--- config.mk ---
export PLATFORM = sky130hd
export DESIGN_NAME = brsm_prep
export DESIGN_NICKNAME = d
export VERILOG_FILES = /design/src/rtl/assert_macros.svh /design/src/rtl/brsm_pkg.sv /design/src/rtl/brsm_prep.sv
export SDC_FILE = /design/constraint.sdc
export NUM_CORES = 1
export LEC_CHECK = 0
export BUFFER_PORTS_ARGS = -buffer_cell sky130_fd_sc_hd__buf_2
export CORE_MARGIN = 10
export CORE_UTILIZATION = 30
export DETAILED_ROUTE_END_ITERATION = 10
export SETUP_SLACK_MARGIN = 0.05
export SLEW_MARGIN = 20
export SYNTH_ARGS = -nofsm -noshare
export SYNTH_HDL_FRONTEND = slang
export SYNTH_SLANG_ARGS = --single-unit
--- constraint.sdc ---
create_clock -name clk -period 11.3 [get_ports clk]
set_input_delay 0.565 -clock clk [delete_from_list [all_inputs] [get_ports clk]]
set_output_delay 0.565 -clock clk [all_outputs]
set_load 0.1 [all_outputs]
--- src/rtl/assert_macros.svh ---
// Assertion macros used by the output stage of the beacon receiver sector mask RTL.
`ifndef ASSERT_MACROS_SVH
`define ASSERT_MACROS_SVH

// Same-cycle implication, checked on every rising edge outside reset.
`define BRSM_ASSERT_IMP(lbl, ante, cons, msg) \
  lbl: assert property (@(posedge clk) disable iff (!rst_n) (ante) |-> (cons)) else $error(msg);

// Next-cycle implication, checked on every rising edge outside reset.
`define BRSM_ASSERT_NEXT(lbl, ante, cons, msg) \
  lbl: assert property (@(posedge clk) disable iff (!rst_n) (ante) |=> (cons)) else $error(msg);

`endif

--- src/rtl/brsm_pkg.sv ---
// Types, constants and the arctangent table of the beacon receiver sector mask.
`default_nettype none

package brsm_pkg;

  // Number of beacons that can be live; higher indexes read as absent.
  localparam int BEACON_COUNT  = 8;
  // Rotations of the arctangent pipeline; the table holds 19 entries.
  localparam int CORDIC_STAGES = 16;
  localparam int CELL_COUNT    = (CORDIC_STAGES < 24) ? CORDIC_STAGES : 24;

  localparam int COORD_W = 14;
  localparam int DIFF_W  = 15;
  localparam int XY_W    = 26;
  localparam int ACC_W   = 20;
  localparam int SQ_W    = 28;
  localparam int STAGE_W = 5;

  // Angle accumulator value of a half turn (2^20 units per turn).
  localparam logic [ACC_W-1:0] HALF_TURN = ACC_W'(1 << (ACC_W - 1));

  // Register reset values: 80 degrees, 1.5 m, 1 m and 0.5 m.
  localparam logic [15:0] BEARING_OFFSET_RST = 16'd14564;
  localparam int RADIUS_WIDE_RST = 1500;
  localparam int RADIUS_MID_RST  = 1000;
  localparam int RADIUS_NEAR_RST = 500;
  localparam logic [SQ_W-1:0] RSQ_WIDE_RST = SQ_W'(RADIUS_WIDE_RST * RADIUS_WIDE_RST);
  localparam logic [SQ_W-1:0] RSQ_MID_RST  = SQ_W'(RADIUS_MID_RST * RADIUS_MID_RST);
  localparam logic [SQ_W-1:0] RSQ_NEAR_RST = SQ_W'(RADIUS_NEAR_RST * RADIUS_NEAR_RST);

  // Configuration register indexes.
  typedef enum logic [1:0] {
    CFG_BEARING_OFFSET = 2'd0,
    CFG_RADIUS_WIDE    = 2'd1,
    CFG_RADIUS_MID     = 2'd2,
    CFG_RADIUS_NEAR    = 2'd3
  } cfg_reg_t;

  // One request as it moves down the rotation chain.
  typedef struct packed {
    logic [2:0]             idx;
    logic                   active;
    logic                   zero;
    logic [15:0]            heading;
    logic [SQ_W-1:0]        sqx;
    logic [SQ_W-1:0]        sqz;
    logic signed [XY_W-1:0] x;
    logic signed [XY_W-1:0] y;
    logic [ACC_W-1:0]       acc;
  } brsm_item_t;

  // Arctangent of 2^-i in units of 2^-20 turn.
  function automatic logic [ACC_W-1:0] atan_entry(input logic [STAGE_W-1:0] i);
    logic [ACC_W-1:0] v;
    case (i)
      5'd0:  v = 20'd131072;
      5'd1:  v = 20'd77376;
      5'd2:  v = 20'd40884;
      5'd3:  v = 20'd20753;
      5'd4:  v = 20'd10417;
      5'd5:  v = 20'd5213;
      5'd6:  v = 20'd2607;
      5'd7:  v = 20'd1304;
      5'd8:  v = 20'd652;
      5'd9:  v = 20'd326;
      5'd10: v = 20'd163;
      5'd11: v = 20'd81;
      5'd12: v = 20'd41;
      5'd13: v = 20'd20;
      5'd14: v = 20'd10;
      5'd15: v = 20'd5;
      5'd16: v = 20'd3;
      5'd17: v = 20'd1;
      5'd18: v = 20'd1;
      default: v = 20'd0;
    endcase
    return v;
  endfunction

endpackage

`default_nettype wire

--- src/rtl/brsm_prep.sv ---
// Input stage: coordinate differences, squares and pre-rotation into the right half plane.
`default_nettype none

module brsm_prep import brsm_pkg::*; (
  input  wire logic               clk,
  input  wire logic               rst_n,
  input  wire logic               up_valid,
  output logic                    up_ready,
  input  wire logic [2:0]         beacon_index,
  input  wire logic               beacon_active,
  input  wire logic [COORD_W-1:0] beacon_x,
  input  wire logic [COORD_W-1:0] beacon_z,
  input  wire logic [COORD_W-1:0] robot_x,
  input  wire logic [COORD_W-1:0] robot_z,
  input  wire logic [15:0]        robot_heading,
  output logic                    dn_valid,
  input  wire logic               dn_ready,
  output brsm_item_t              dn_item
);

  logic                     valid_r, valid_nxt;
  brsm_item_t               item_r, item_nxt;
  logic signed [DIFF_W-1:0] dx, dz;
  logic signed [XY_W-1:0]   xs, ys;
  logic signed [2*DIFF_W-1:0] px, pz;

  // Differences are exact in 15 bits; squares fit 28 bits unsigned.
  always_comb begin
    dx = $signed({beacon_x[COORD_W-1], beacon_x}) - $signed({robot_x[COORD_W-1], robot_x});
    dz = $signed({beacon_z[COORD_W-1], beacon_z}) - $signed({robot_z[COORD_W-1], robot_z});
    px = dx * dx;
    pz = dz * dz;
    xs = $signed({{(XY_W-DIFF_W-8){dz[DIFF_W-1]}}, dz, 8'd0});
    ys = $signed({{(XY_W-DIFF_W-8){dx[DIFF_W-1]}}, dx, 8'd0});

    item_nxt.idx     = beacon_index;
    item_nxt.active  = beacon_active && (int'(beacon_index) < BEACON_COUNT);
    item_nxt.zero    = (dx == '0) && (dz == '0);
    item_nxt.heading = robot_heading;
    item_nxt.sqx     = px[SQ_W-1:0];
    item_nxt.sqz     = pz[SQ_W-1:0];
    // A negative forward difference is turned by a half turn first.
    if (dz[DIFF_W-1]) begin
      item_nxt.x   = -xs;
      item_nxt.y   = -ys;
      item_nxt.acc = HALF_TURN;
    end else begin
      item_nxt.x   = xs;
      item_nxt.y   = ys;
      item_nxt.acc = '0;
    end
  end

  // Stage handshake: load when empty or when the next cell takes the current request.
  assign up_ready  = !valid_r || dn_ready;
  assign valid_nxt = up_ready ? up_valid : valid_r;

  always_ff @(posedge clk) begin
    if (!rst_n) begin
      valid_r <= 1'b0;
    end else begin
      valid_r <= valid_nxt;
    end
  end

  always_ff @(posedge clk) begin
    if (up_valid && up_ready) begin
      item_r <= item_nxt;
    end
  end

  assign dn_valid = valid_r;
  assign dn_item  = item_r;

endmodule

`default_nettype wire

Yosys cells after proc, flatten, opt, wreduce, memory -nomap -nowiden
Cells that the tools add are included.
{ "word_totals": {"mem_count": 0, "regBits": 150, "latchBits": 0, "out_inout_bits": 151, "mem_bits_rw": 0, "wordCells": 25, "romBits": 0} }
{ "classes": {"n_mul": 2, "mux": 1, "reduce_logical": 6, "shift": 0, "bitwise": 0, "n_lt_le_gt_ge": 0, "eq_ne": 0, "div_mod_pow": 0, "n_addsub": 4} }
{ "op_table": {"columns": ["cell", "count"], "rows": [
  ["$mux 68", 1],
  ["$mul 15x15->28", 2],
  ["$neg 23->26", 2],
  ["$logic_not 15->1", 2],
  ["$sub 14x14->15", 2],
  ["$logic_and 1x1->1", 2],
  ["$logic_not 1->1", 1],
  ["$logic_or 1x1->1", 1]
]} }

Depth between registers and ports, before layout
Gate-level depths: netlist of the first run.
{ "depth": {"depth_word": 3, "depth_mapped": 35, "mapped_depth_nobuf": 33} }

Worst setup path before layout of the first run
OpenSTA, ideal clock, no wires.
{ "synth_path": {"path_type": "input -> register", "from": "input port beacon_z[0]", "to": "register item_r (netlist bit dn_item[99]) (data pin)", "setup_slack_ns": 2.854, "t_arrival_ns": 8.187, "required_time_ns": 11.040, "n_path_buf": 3, "cell_stages": 33, "cell_sequence": "inv_1 ha_1 inv_1 fa_1 a211oi_1 o21a_1 o311ai_1 a221oi_2 nand2b_1 a21o_1 clkbuf_1 inv_2 buf_2 buf_2 nor2_1 fa_1 fa_1 inv_1 fa_1 inv_1 fa_1 fa_1 inv_1 fa_1 inv_1 ha_1 and2_1 nand2_1 or3_1 o21a_1 o21ai_0 a31oi_1 xnor2_1"} }
{ "synth_lines": {"columns": ["item", "line_no", "source"], "rows": [
  ["start: declaration", "brsm_prep.sv:12", "input wire logic [COORD_W-1:0] beacon_z,"],
  ["end signal: assignment", "brsm_prep.sv:68", "item_r <= item_nxt;"],
  ["end: declaration", "brsm_prep.sv:22", "brsm_item_t item_r, item_nxt;"]
]} }

==> results of run 1 <==
## cells by family (layout without fill, tap and decap cells)
family                   count (synthesis)  after routing  synth area share [%]
buffers and inverters                  654            810                  13.2
adder cells (fa/ha/maj)                560            560                  49.8
AND/OR/NAND/NOR                        384            384                  8.37
AO/OA/AOI/OAI                          180            180                  6.03
XOR/XNOR                               120            120                  5.44
flip-flops                             111            111                  16.8
multiplexers                             4              4                 0.235
other                                    1             39                0.0190
## path summary, 6_finish.rpt
| kind | to | depth (start not counted) |
|---|---|---|
| setup / recovery | dn_item[126] | 32 |
| hold / removal | dn_item[138] | 1 |
| setup reg to reg | dn_item[99] | 3 |
| hold reg to reg | dn_valid | 2 |
## synthesized netlist by cell type (2+ instances only)
cell                          n
sky130_fd_sc_hd__buf_4       40
sky130_fd_sc_hd__clkbuf_1    30
sky130_fd_sc_hd__o211ai_1     4
sky130_fd_sc_hd__xor2_1      27
sky130_fd_sc_hd__or3_1        3
sky130_fd_sc_hd__o21ai_0     25
sky130_fd_sc_hd__o21bai_1     6
sky130_fd_sc_hd__nor3_1      12
sky130_fd_sc_hd__or4_4        2
sky130_fd_sc_hd__a211o_1      2
sky130_fd_sc_hd__a21o_1      32
sky130_fd_sc_hd__or2_2        4
sky130_fd_sc_hd__buf_2        6
sky130_fd_sc_hd__fa_1       376
sky130_fd_sc_hd__inv_1      563
sky130_fd_sc_hd__nor2b_1     10
sky130_fd_sc_hd__clkinv_1     9
sky130_fd_sc_hd__a211oi_1     6
sky130_fd_sc_hd__o22ai_1      2
sky130_fd_sc_hd__and4_1       2
sky130_fd_sc_hd__a21boi_0     3
sky130_fd_sc_hd__nand4_1     12
sky130_fd_sc_hd__ha_1       184
sky130_fd_sc_hd__o21ai_1      4
sky130_fd_sc_hd__a31oi_1     16
sky130_fd_sc_hd__edfxtp_1   110
sky130_fd_sc_hd__nand3_1     11
sky130_fd_sc_hd__and2_1       6
sky130_fd_sc_hd__xnor2_1     90
sky130_fd_sc_hd__o21a_1      11
sky130_fd_sc_hd__inv_2        5
sky130_fd_sc_hd__xnor2_2      3
sky130_fd_sc_hd__and3_1       5
sky130_fd_sc_hd__o31ai_1      3
sky130_fd_sc_hd__nand2b_1     6
sky130_fd_sc_hd__mux2i_1      2
sky130_fd_sc_hd__a41o_1       3
sky130_fd_sc_hd__nand2_1    157
sky130_fd_sc_hd__a21oi_1     48
sky130_fd_sc_hd__nor2_1     147
sky130_fd_sc_hd__o2111ai_1    3
## critical path: cells and delay by family
family | cells | cell delay (ps)
AND/OR/NAND/NOR | 3 | 580
XOR/XNOR | 2 | 330
buffers and inverters | 9 | 950
adder cells (fa/ha/maj) | 9 | 3950
AO/OA/AOI/OAI | 9 | 2800
## cells in the final DEF (no fill, tap or decap), types with 5 or more instances in the layout
| cell | count |
|---|---|
| sky130_fd_sc_hd__buf_4 | 24 |
| sky130_fd_sc_hd__inv_2 | 5 |
| sky130_fd_sc_hd__clkbuf_16 | 9 |
| sky130_fd_sc_hd__nor3_1 | 12 |
| sky130_fd_sc_hd__a21o_1 | 32 |
| sky130_fd_sc_hd__a211oi_1 | 6 |
| sky130_fd_sc_hd__a21oi_1 | 48 |
| sky130_fd_sc_hd__o21ai_0 | 25 |
| sky130_fd_sc_hd__o21a_1 | 11 |
| sky130_fd_sc_hd__and3_1 | 5 |
| sky130_fd_sc_hd__inv_1 | 563 |
| sky130_fd_sc_hd__nor2b_1 | 10 |
| sky130_fd_sc_hd__o21bai_1 | 6 |
| sky130_fd_sc_hd__nand2_1 | 157 |
| sky130_fd_sc_hd__buf_2 | 193 |
| sky130_fd_sc_hd__xor2_1 | 27 |
| sky130_fd_sc_hd__edfxtp_1 | 110 |
| sky130_fd_sc_hd__xnor2_1 | 89 |
| sky130_fd_sc_hd__ha_1 | 184 |
| sky130_fd_sc_hd__a31oi_1 | 16 |
| sky130_fd_sc_hd__clkinv_1 | 9 |
| sky130_fd_sc_hd__and2_1 | 5 |
| sky130_fd_sc_hd__fa_1 | 376 |
| sky130_fd_sc_hd__nor2_1 | 147 |
| sky130_fd_sc_hd__nand4_1 | 12 |
| sky130_fd_sc_hd__nand2b_1 | 6 |
| sky130_fd_sc_hd__conb_1 | 39 |
| sky130_fd_sc_hd__nand3_1 | 11 |
## area by class of cell
cell class              count  area [um2]
fillers                  6700       42900
clock buffers               9         225
inverters                 577        2170
flip-flops and latches    111        3320
repair buffers            217        1150
multi-input cells        1287       13900
clock inverters             7        80.1
well taps                 855        1070
## metal layers
layer  part of all wire, %  vias up
li1                      -     6375
met1                    44     6807
met2                    46      400
met3                   8.7       44
met4                   1.3        6
met5                 0.096        -
## stage by stage
stage                     area, um2  setup WS [ps]  hold WS (ps)  util (%)
final                         22000           2270           319      33.9
after global routing          22000           1750           287      33.9
after CTS                     22000           2320           288      33.9
after detailed placement      21700           1850           528      33.4
after global placement        21700           1930           523      33.4
after floorplan               19900           2850           664         -
## state kept, by name (all words and copies together) (netlist names)
register	flops
dn_item	110
dn_valid	1
==> key figures, run 1 <==
Cells and area
  • Number of nets in the layout: approximately 2800
  • Diode count: 0
  • Final Non-Filler Cells: slightly above 3000
  • Area growth from synthesis to layout: 11.3%
  • Ratio of cells with drive above 1 in the final layout: 11.6%

Setup path
  • Slack of the worst reg-to-reg path: approximately 9100 ps
  • Cell type of the slowest stage on the worst timing path: sky130_fd_sc_hd__a2111oi_1
  • Capturing element type of the critical path: flop
  • Stage delay of the slowest cell on the critical path: ~770 ps
  • Arrival time of the worst setup path: just over 9000 ps
  • Startpoint of the lowest-slack register-to-register path: dn_valid
  • CP Max Fanout: 13
  • Classification of the worst setup path: in2reg
  • Library cell appearing most often on the critical path: sky130_fd_sc_hd__inv_1
  • Worst setup SP type: input pin
  • Worst setup startpoint: beacon_x[0]
  • Worst Path Required: roughly 11000 ps

CTS
  • Clk sink count: roughly 110
  • Clk slew on worst S/H paths: 90 ps
  • Number of buffers on the longest clock path: 2
  • Number of buffers created by CTS: 9
  • Number of H-tree levels: 3
  • Later-pin clock latency in the skew report: approximately 420 ps
  • Buffer count from post-CTS setup fixing: 0
  • Post_cts resized: 0
  • Clock tree from TritonCTS: built
  • Clock root cell: sky130_fd_sc_hd__clkbuf_16
  • Count of hold-fix buffers inserted at cts: 0

Synthesis
  • Number of distinct library cell variants in the gate-level netlist after synthesis: 65
  • Area leader, netlist: sky130_fd_sc_hd__fa_1
  • Most area-consuming cells after synthesis: sky130_fd_sc_hd__fa_1, sky130_fd_sc_hd__edfxtp_1, sky130_fd_sc_hd__ha_1, sky130_fd_sc_hd__inv_1, sky130_fd_sc_hd__xnor2_1
  • Asr flop ratio synth: 0%
  • Instance count of the mapped netlist: 2014
  • FF+latch count, synth: around 110
  • Proportion of netlist area held by the largest area contributor: 38.2%
  • Number of flops mapped to enable cells by yosys: 110
  • Sequential cell area fraction in the yosys report: between 10% and 20%
  • Number of warnings reported in the yosys synthesis log: 0
  • Primary FF master, synth: sky130_fd_sc_hd__edfxtp_1
  • Post-synthesis average cell area: 9.80 um2
  • Combined area of all synthesized cells: around 20000 um2

Placed design
  • Number of port buffers: just under 200
  • Detail Placement HPWL: between 40000 and 50000 um
  • GPL Wtd Cong: a little over 0.9
  • Number of instances in the placed design: roughly 3000

STA
  • Hold Vio Cnt, Final: 0
  • Final total negative setup slack: 0 ps
  • Unrepaired setup endpoints after global routing: false
  • Number of setup violations in the final report: 0
  • Max-Slew Margin vs Limit: between 30 and 40%
  • Worst Tran Pin Value: ~930 ps
  • Peak Freq: 111 MHz
  • Share of the clock period used by the worst path: between 70% and 80%
  • Setup clock skew after layout: slightly above 9 ps
  • Final critical path time including I/O delays and setup: 9030 ps
  • Fin. max-slew vios: 0

Die
  • Height of the chip: 276 um
  • Die width: 276 um
  • I/O pins: 231
  • Num rows: 93
  • Starting utilization of the core area: 30.4%
  • Area of the core: 64800 um2
  • DIE AREA: ~76000 um2

Route
  • Post-detailed-route wirelength per cell: ~16 um
  • Total wire length after detailed routing: between 40000 and 50000 um
  • Via density: between 4 and 5
  • Total via count in the routed design: 13600
  • Iteration count of the initial detailed-routing pass: 5
  • Post-route DRC: 0
  • Antenna-violating nets left: 0
  • Iteration-0 DRC count of the detailed router: around 700

Global routing
  • Remaining global-route overflow: 0
  • Layer with the highest usage after global routing: met2
  • Largest net degree at the start of global routing: 66
  • Met3 Track Usage GR: 4.35%
  • All-Layer GR Usage: 13.3%
  • Number of global-route vias before repair: roughly 15000
  • Global-route wire length before repair: just over 80000 um
  • Number of antenna violations at the first check in global routing: 3
  • Met2 Resource Use GR: around 21%
  • Met1 usage: 17.3%

Worst hold path
  • Worst min path class: in2reg
  • Beginning of the worst hold path: robot_heading[10]

Status
  • Status: finished clean

Flow run
  • Count of max-cap constraint violations: 0
Power of run 1 is left out: the tool's default activity adds up to more than one toggle a clock period on the data nets, which glitch-free logic cannot reach.
==> inputs of run 2 (changes only) <==
==> constraint.sdc (replaced) <==
create_clock -name clk -period 9.25 [get_ports clk]
set_input_delay 0.4625 -clock clk [delete_from_list [all_inputs] [get_ports clk]]
set_output_delay 0.4625 -clock clk [all_outputs]
set_load 0.1 [all_outputs]
==> run 2 against run 1 <==
Cell count is 0.95% higher. Worst hold slack lost 85 ps. Clock skew is 6.8 ps higher. Wire length is 0.17% lower. Critical path depth shrank 1. Die area unchanged. Sequential share of layout area is 0.16 points lower. Flip-flop and latch count unchanged. Highest routed layer unchanged. First-iteration DRC count rose by 8.7%. Cell area rose by 1.1%. Register-to-register slack worse by 1700 ps.
==> key figures, run 2 (synthesis gave the netlist of run 1 again) <==
Setup path
  • Worst Path Required: 9400 ps (-2080 ps)
  • Classification of the worst setup path: in2reg
  • Stage delay of the slowest cell on the critical path: 780 ps (about the same)
  • Cell type of the slowest stage on the worst timing path: sky130_fd_sc_hd__fa_1
  • CP Max Fanout: 13 (unchanged)
  • Arrival time of the worst setup path: 8570 ps (-640 ps)
  • Capturing element type of the critical path: flop
  • Worst setup SP type: input pin
  • Worst path buffer plus inverter count: 8 (-1)
  • Family with the most delay on the worst path: adder cells

Cells and area
  • Most common library cell in the layout ignoring fill and taps: sky130_fd_sc_hd__inv_1
  • Commonest cells after routing, fill and taps aside: sky130_fd_sc_hd__inv_1, sky130_fd_sc_hd__fa_1, sky130_fd_sc_hd__buf_2
  • Area growth from synthesis to layout: 12.5%
  • Ratio of cells with drive above 1 in the final layout: 12.7% (+1.2 points)
  • Number of nets in the layout: 2871 (+0.98%)
  • Post-Layout Inst Area: 22200 um2 (+1.1%)
  • Final Non-Filler Cells: 3092 (+0.95%)
  • Number of flip-flops in the largest register: 110 (unchanged)

CTS
  • Post_cts resized: 0 (unchanged)
  • Count of hold-fix buffers inserted at cts: 0 (unchanged)
  • Later-pin clock latency in the skew report: 410 ps (about the same)
  • Number of H-tree levels: 3 (unchanged)
  • Clk sink count: 111 (unchanged)
  • Number of buffers on the longest clock path: 2 (unchanged)
  • Clock root cell: sky130_fd_sc_hd__clkbuf_16
  • Buffer count from post-CTS setup fixing: 0 (unchanged)
  • Clock tree from TritonCTS: built
  • Number of buffers created by CTS: 9 (unchanged)
  • Clk slew on worst S/H paths: 100 ps (about the same)

Global routing
  • Global-route wire length before repair: 81600 um (+1.4%)
  • Number of antenna violations at the first check in global routing: 4 (+1)
  • Number of global-route vias before repair: 15100 (+1.7%)
  • Largest net degree at the start of global routing: 59 (-11%)
  • All-Layer GR Usage: 13.4% (+0.044 points)
  • Remaining global-route overflow: 0 (unchanged)

Route
  • Iteration count of the initial detailed-routing pass: 5 (unchanged)
  • Total via count in the routed design: 13700 (+0.16%)
  • Total wire length after detailed routing: 49700 um (-0.17%)
  • Post-route DRC: 0 (unchanged)
  • Iteration-0 DRC count of the detailed router: 752 (+8.7%)
  • Post-detailed-route wirelength per cell: 16.1 um (-1.1%)
  • Via density: 4.42 (-0.78%)
  • Antenna-violating nets left: 0 (unchanged)

STA
  • Setup clock skew after layout: 15.9 ps (+6.79 ps)
  • Unrepaired setup endpoints after global routing: false
  • Final total negative setup slack: 0 ps (unchanged)
  • Final critical path time including I/O delays and setup: 8420 ps
  • Final worst slack: 832 ps (-1440 ps)
  • Share of the clock period used by the worst path: around nine tenths
  • Number of setup violations in the final report: 0 (unchanged)
  • Max-Slew Margin vs Limit: 32.6% (-5.3 points)
  • Hold Vio Cnt, Final: 0 (unchanged)
  • Peak Freq: 119 MHz
  • Worst Tran Pin Value: 1010 ps (+78.4 ps)
  • Fin. max-slew vios: 0 (unchanged)

Placed design
  • Worst-case setup slack after placement: 367 ps (-1480 ps)
  • GPL Wtd Cong: 0.934 (+2.9%)
  • Number of port buffers: 193 (unchanged)
  • Detail Placement HPWL: 41900 um (+1.5%)
  • Post-DP Area: 21900 um2 (+1.0%)
  • Number of instances in the placed design: 3075 (+0.92%)

Worst hold path
  • Worst min path class: in2reg

Die
  • Starting utilization of the core area: 30.4% (unchanged)
  • Height of the chip: 276 um (unchanged)
  • I/O pins: 231 (unchanged)
  • Area of the core: 64800 um2 (unchanged)
  • DIE AREA: 76400 um2 (unchanged)
  • Die width: 276 um (unchanged)
  • Num rows: 93 (unchanged)

Status
  • Status: finished clean

Flow run
  • Count of max-cap constraint violations: 0 (unchanged)
==> run 2: through the flow <==
step | hold slack (ps) | util (%)
2_1_floorplan | 561 | -
3_3_place_gp | 526 | 33.7
3_5_place_dp | 525 | 33.7
4_1_cts | 196 | 34.2
5_1_grt | 206 | 34.2
6_report | 234 | 34.2
==> run 2: worst register-to-register path, delay by kind of cell, from the launching register on <==
| family | cells | cell delay, ps |
|---|---|---|
| buffers and inverters | 1 | 650 |
| flip-flops | 1 | 320 |
| AND/OR/NAND/NOR | 2 | 450 |
==> run 2: layer usage <==
| layer | wire [um] | up-vias | global-route usage, % |
|---|---|---|---|
| li1 | - | 6443 | - |
| met1 | 21800 | 6714 | 17.5 |
| met2 | 22200 | 441 | 20.9 |
| met3 | 4690 | 50 | 4.21 |
| met4 | 972 | 6 | 3.59 |
| met5 | 40 | - | 0 |
==> run 2: path summary, 6_finish.rpt <==
| path | from | end | cells past startpoint | slack (ps) |
|---|---|---|---|---|
| max | beacon_z[0] | dn_item[99] | 31 | 830 |
| max reg2reg | dn_valid | dn_item[87] | 3 | 7370 |
| min | robot_heading[9] | dn_item[137] | 1 | 230 |
| min reg2reg | dn_valid | dn_valid | 2 | 530 |
==> run 2: layout make-up <==
| type | count | area, um2 |
|---|---|---|
| clock buffer | 9 | 225 |
| inverter | 577 | 2170 |
| clock inverter | 7 | 92.6 |
| antenna | 1 | 2.50 |
| fill | 6637 | 42600 |
| tap | 855 | 1070 |
| sequential | 111 | 3320 |
| multi-input combinational | 1287 | 14000 |
| timing repair buffer | 245 | 1360 |
Power of run 2 is left out for the same reason.
==> inputs of run 3 (changes only) <==
--- a/config.mk
+++ b/config.mk
@@ -7,8 +7,10 @@
 export LEC_CHECK = 0
 export BUFFER_PORTS_ARGS = -buffer_cell sky130_fd_sc_hd__buf_2
 export CORE_MARGIN = 10
-export CORE_UTILIZATION = 30
+export CORE_UTILIZATION = 50
+export CTS_CLUSTER_DIAMETER = 100
 export DETAILED_ROUTE_END_ITERATION = 10
+export PLACE_DENSITY = 0.7
 export SETUP_SLACK_MARGIN = 0.05
 export SLEW_MARGIN = 20
 export SYNTH_ARGS = -nofsm -noshare
==> run 3 against run 2 <==
Highest routed layer is now met4. Clock skew decreased by 8.9 ps. Maximum frequency fell by 1.2%. Register-to-register slack lost 300 ps. Critical path depth fell by 1.
==> key figures, run 3 (synthesis gave the netlist of run 1 again) <==
Die
  • Num rows: 72 (-23%)
  • Starting utilization of the core area: 50.8% (+20 points)
  • Area of the core: 38800 um2 (-40%)
  • I/O pins: 231 (unchanged)
  • DIE AREA: 47800 um2 (-37%)
  • Die width: 219 um (-21%)
  • Height of the chip: 219 um (-21%)

Setup path
  • Worst setup SP type: input pin
  • CP Max Fanout: 11 (-2)
  • Family with the most delay on the worst path: adder cells
  • Worst path buffer plus inverter count: 7 (-1)
  • Arrival time of the worst setup path: 8670 ps (+100 ps)
  • Startpoint of the lowest-slack register-to-register path: dn_valid
  • Terminus of the critical flop-to-flop path: dn_item[120]
  • Cell type of the slowest stage on the worst timing path: sky130_fd_sc_hd__fa_1
  • Worst Path Required: 9390 ps (about the same)
  • Worst setup startpoint: beacon_z[0]
  • Capturing element type of the critical path: flop
  • Library cell appearing most often on the critical path: sky130_fd_sc_hd__fa_1
  • Last element of the critical path: dn_item[98]
  • Stage delay of the slowest cell on the critical path: 560 ps (-220 ps)
  • WP depth: 30 (-3.2%)
  • Classification of the worst setup path: in2reg
  • Logic depth of the worst register-to-register path: 3 (unchanged)
  • Slack of the worst reg-to-reg path: 7070 ps (-300 ps)

Cells and area
  • Area growth from synthesis to layout: 10.2%
  • Most common library cell in the layout ignoring fill and taps: sky130_fd_sc_hd__inv_1
  • Number of flip-flops in the largest register: 110 (unchanged)
  • Diode count: 0 (-1)
  • Ratio of cells with drive above 1 in the final layout: 12.7% (-0.039 points)
  • Number of nets in the layout: 2870 (-0.035%)
  • Commonest cells after routing, fill and taps aside: sky130_fd_sc_hd__inv_1, sky130_fd_sc_hd__fa_1, sky130_fd_sc_hd__buf_2

Route
  • Iteration count of the initial detailed-routing pass: 5 (unchanged)
  • Total via count in the routed design: 13900 (+1.6%)
  • Post-detailed-route wirelength per cell: 17.6 um (+9.3%)
  • Iteration-0 DRC count of the detailed router: 1041 (+38%)
  • Post-route DRC: 0 (unchanged)
  • Via density: 5.04 (+14%)
  • Antenna-violating nets left: 0 (unchanged)
  • Total wire length after detailed routing: 48400 um (-2.7%)

CTS
  • Clk sink count: 111 (unchanged)
  • Clock tree from TritonCTS: built
  • Number of buffers created by CTS: 9 (unchanged)
  • Count of hold-fix buffers inserted at cts: 0 (unchanged)
  • Clock root cell: sky130_fd_sc_hd__clkbuf_16
  • Clk slew on worst S/H paths: 80 ps (-20 ps)
  • Number of H-tree levels: 3 (unchanged)
  • Later-pin clock latency in the skew report: 380 ps (-30 ps)
  • Number of buffers on the longest clock path: 2 (unchanged)

Global routing
  • Number of global-route vias before repair: 15300 (+1.5%)
  • All-Layer GR Usage: 21.4% (+8.0 points)
  • Global-route wire length before repair: 79900 um (-2.2%)
  • Number of antenna violations at the first check in global routing: 1 (-3)
  • Remaining global-route overflow: 0 (unchanged)
  • Largest net degree at the start of global routing: 76 (+29%)

Placed design
  • GPL Wtd Cong: 0.941 (+0.78%)
  • Number of port buffers: 193 (unchanged)
  • Detail Placement HPWL: 41400 um (-1.4%)

STA
  • Fin. max-slew vios: 0 (unchanged)
  • Hold Vio Cnt, Final: 0 (unchanged)
  • Final critical path time including I/O delays and setup: 8520 ps (+106 ps)
  • Peak Freq: 117 MHz (-1.2%)
  • Max-Slew Margin vs Limit: 33.6% (+1.1 points)
  • Share of the clock period used by the worst path: 92.2% (+1.1 points)
  • Worst Tran Pin Value: 988 ps (-18.1 ps)
  • Final hold slack: 246 ps (+12.5 ps)
  • Setup clock skew after layout: 7.03 ps (-8.88 ps)
  • Number of setup violations in the final report: 0 (unchanged)
  • Final total negative setup slack: 0 ps (unchanged)
  • Unrepaired setup endpoints after global routing: false

Flow run
  • Count of max-cap constraint violations: 0 (unchanged)

Status
  • Status: finished clean

Worst hold path
  • Worst min path class: in2reg
==> run 3: cell types whose count changed in the layout (fill, tap and decap cells not counted) <==
cell	previous run	this run
sky130_fd_sc_hd__bufinv_16	1	0
sky130_fd_sc_hd__clkbuf_8	0	2
sky130_fd_sc_hd__inv_8	1	4
sky130_fd_sc_hd__inv_1	563	562
sky130_fd_sc_hd__inv_6	3	1
sky130_fd_sc_hd__xnor2_2	4	3
sky130_fd_sc_hd__inv_12	1	0
sky130_fd_sc_hd__inv_2	5	6
sky130_fd_sc_hd__xnor2_1	89	90
sky130_fd_sc_hd__clkinv_4	1	0
sky130_fd_sc_hd__diode_2	1	0
sky130_fd_sc_hd__buf_4	52	51
==> run 3: final cells by class <==
type,instances,area (um2)
fill,3477,17100
multi-input combinational,1287,13900
sequential,111,3320
inverter,577,2170
timing repair buffer,244,1350
tap,518,648
clock buffer,11,253
clock inverter,5,53.8
==> run 3: worst min-delay path by stage <==
stage	from	endpoint	slack, ps	cells past startpoint
floorplan	robot_heading[0]	dn_item[128]	560	0
global placement	dn_valid	dn_valid	520	2
detailed placement	dn_valid	dn_valid	540	2
CTS	robot_heading[9]	dn_item[137]	230	1
global route	robot_heading[12]	dn_item[140]	230	1
finish	robot_heading[9]	dn_item[137]	250	1
==> run 3: timing repair <==
action                                  CTS  global route
setup buffers                             0             0
resized for setup                         0             1
endpoints found under the setup margin    0             1
==> run 3: metrics by stage <==
step / instance area [um2] / util (%) / std cells / setup WS [ps]
floorplan: 19900 / - / 2052 / 906
global placement: 21400 / 55.2 / 2737 / 511
detailed placement: 21400 / 55.2 / 2737 / 232
CTS: 21700 / 56.0 / 2753 / 653
global route: 21700 / 56.0 / 2753 / 134
finish: 21700 / 56.0 / 2753 / 726
==> run 3: per-layer routing <==
metal | vias up | global-route usage, % | routed length (um)
li1 | 6436 | - | -
met3 | 99 | 3.59 | 3510
met2 | 481 | 35.8 | 23500
met5 | - | 0 | 0
met1 | 6856 | 27.0 | 19600
met4 | 0 | 8.70 | 1810
Power of run 3 is left out for the same reason.
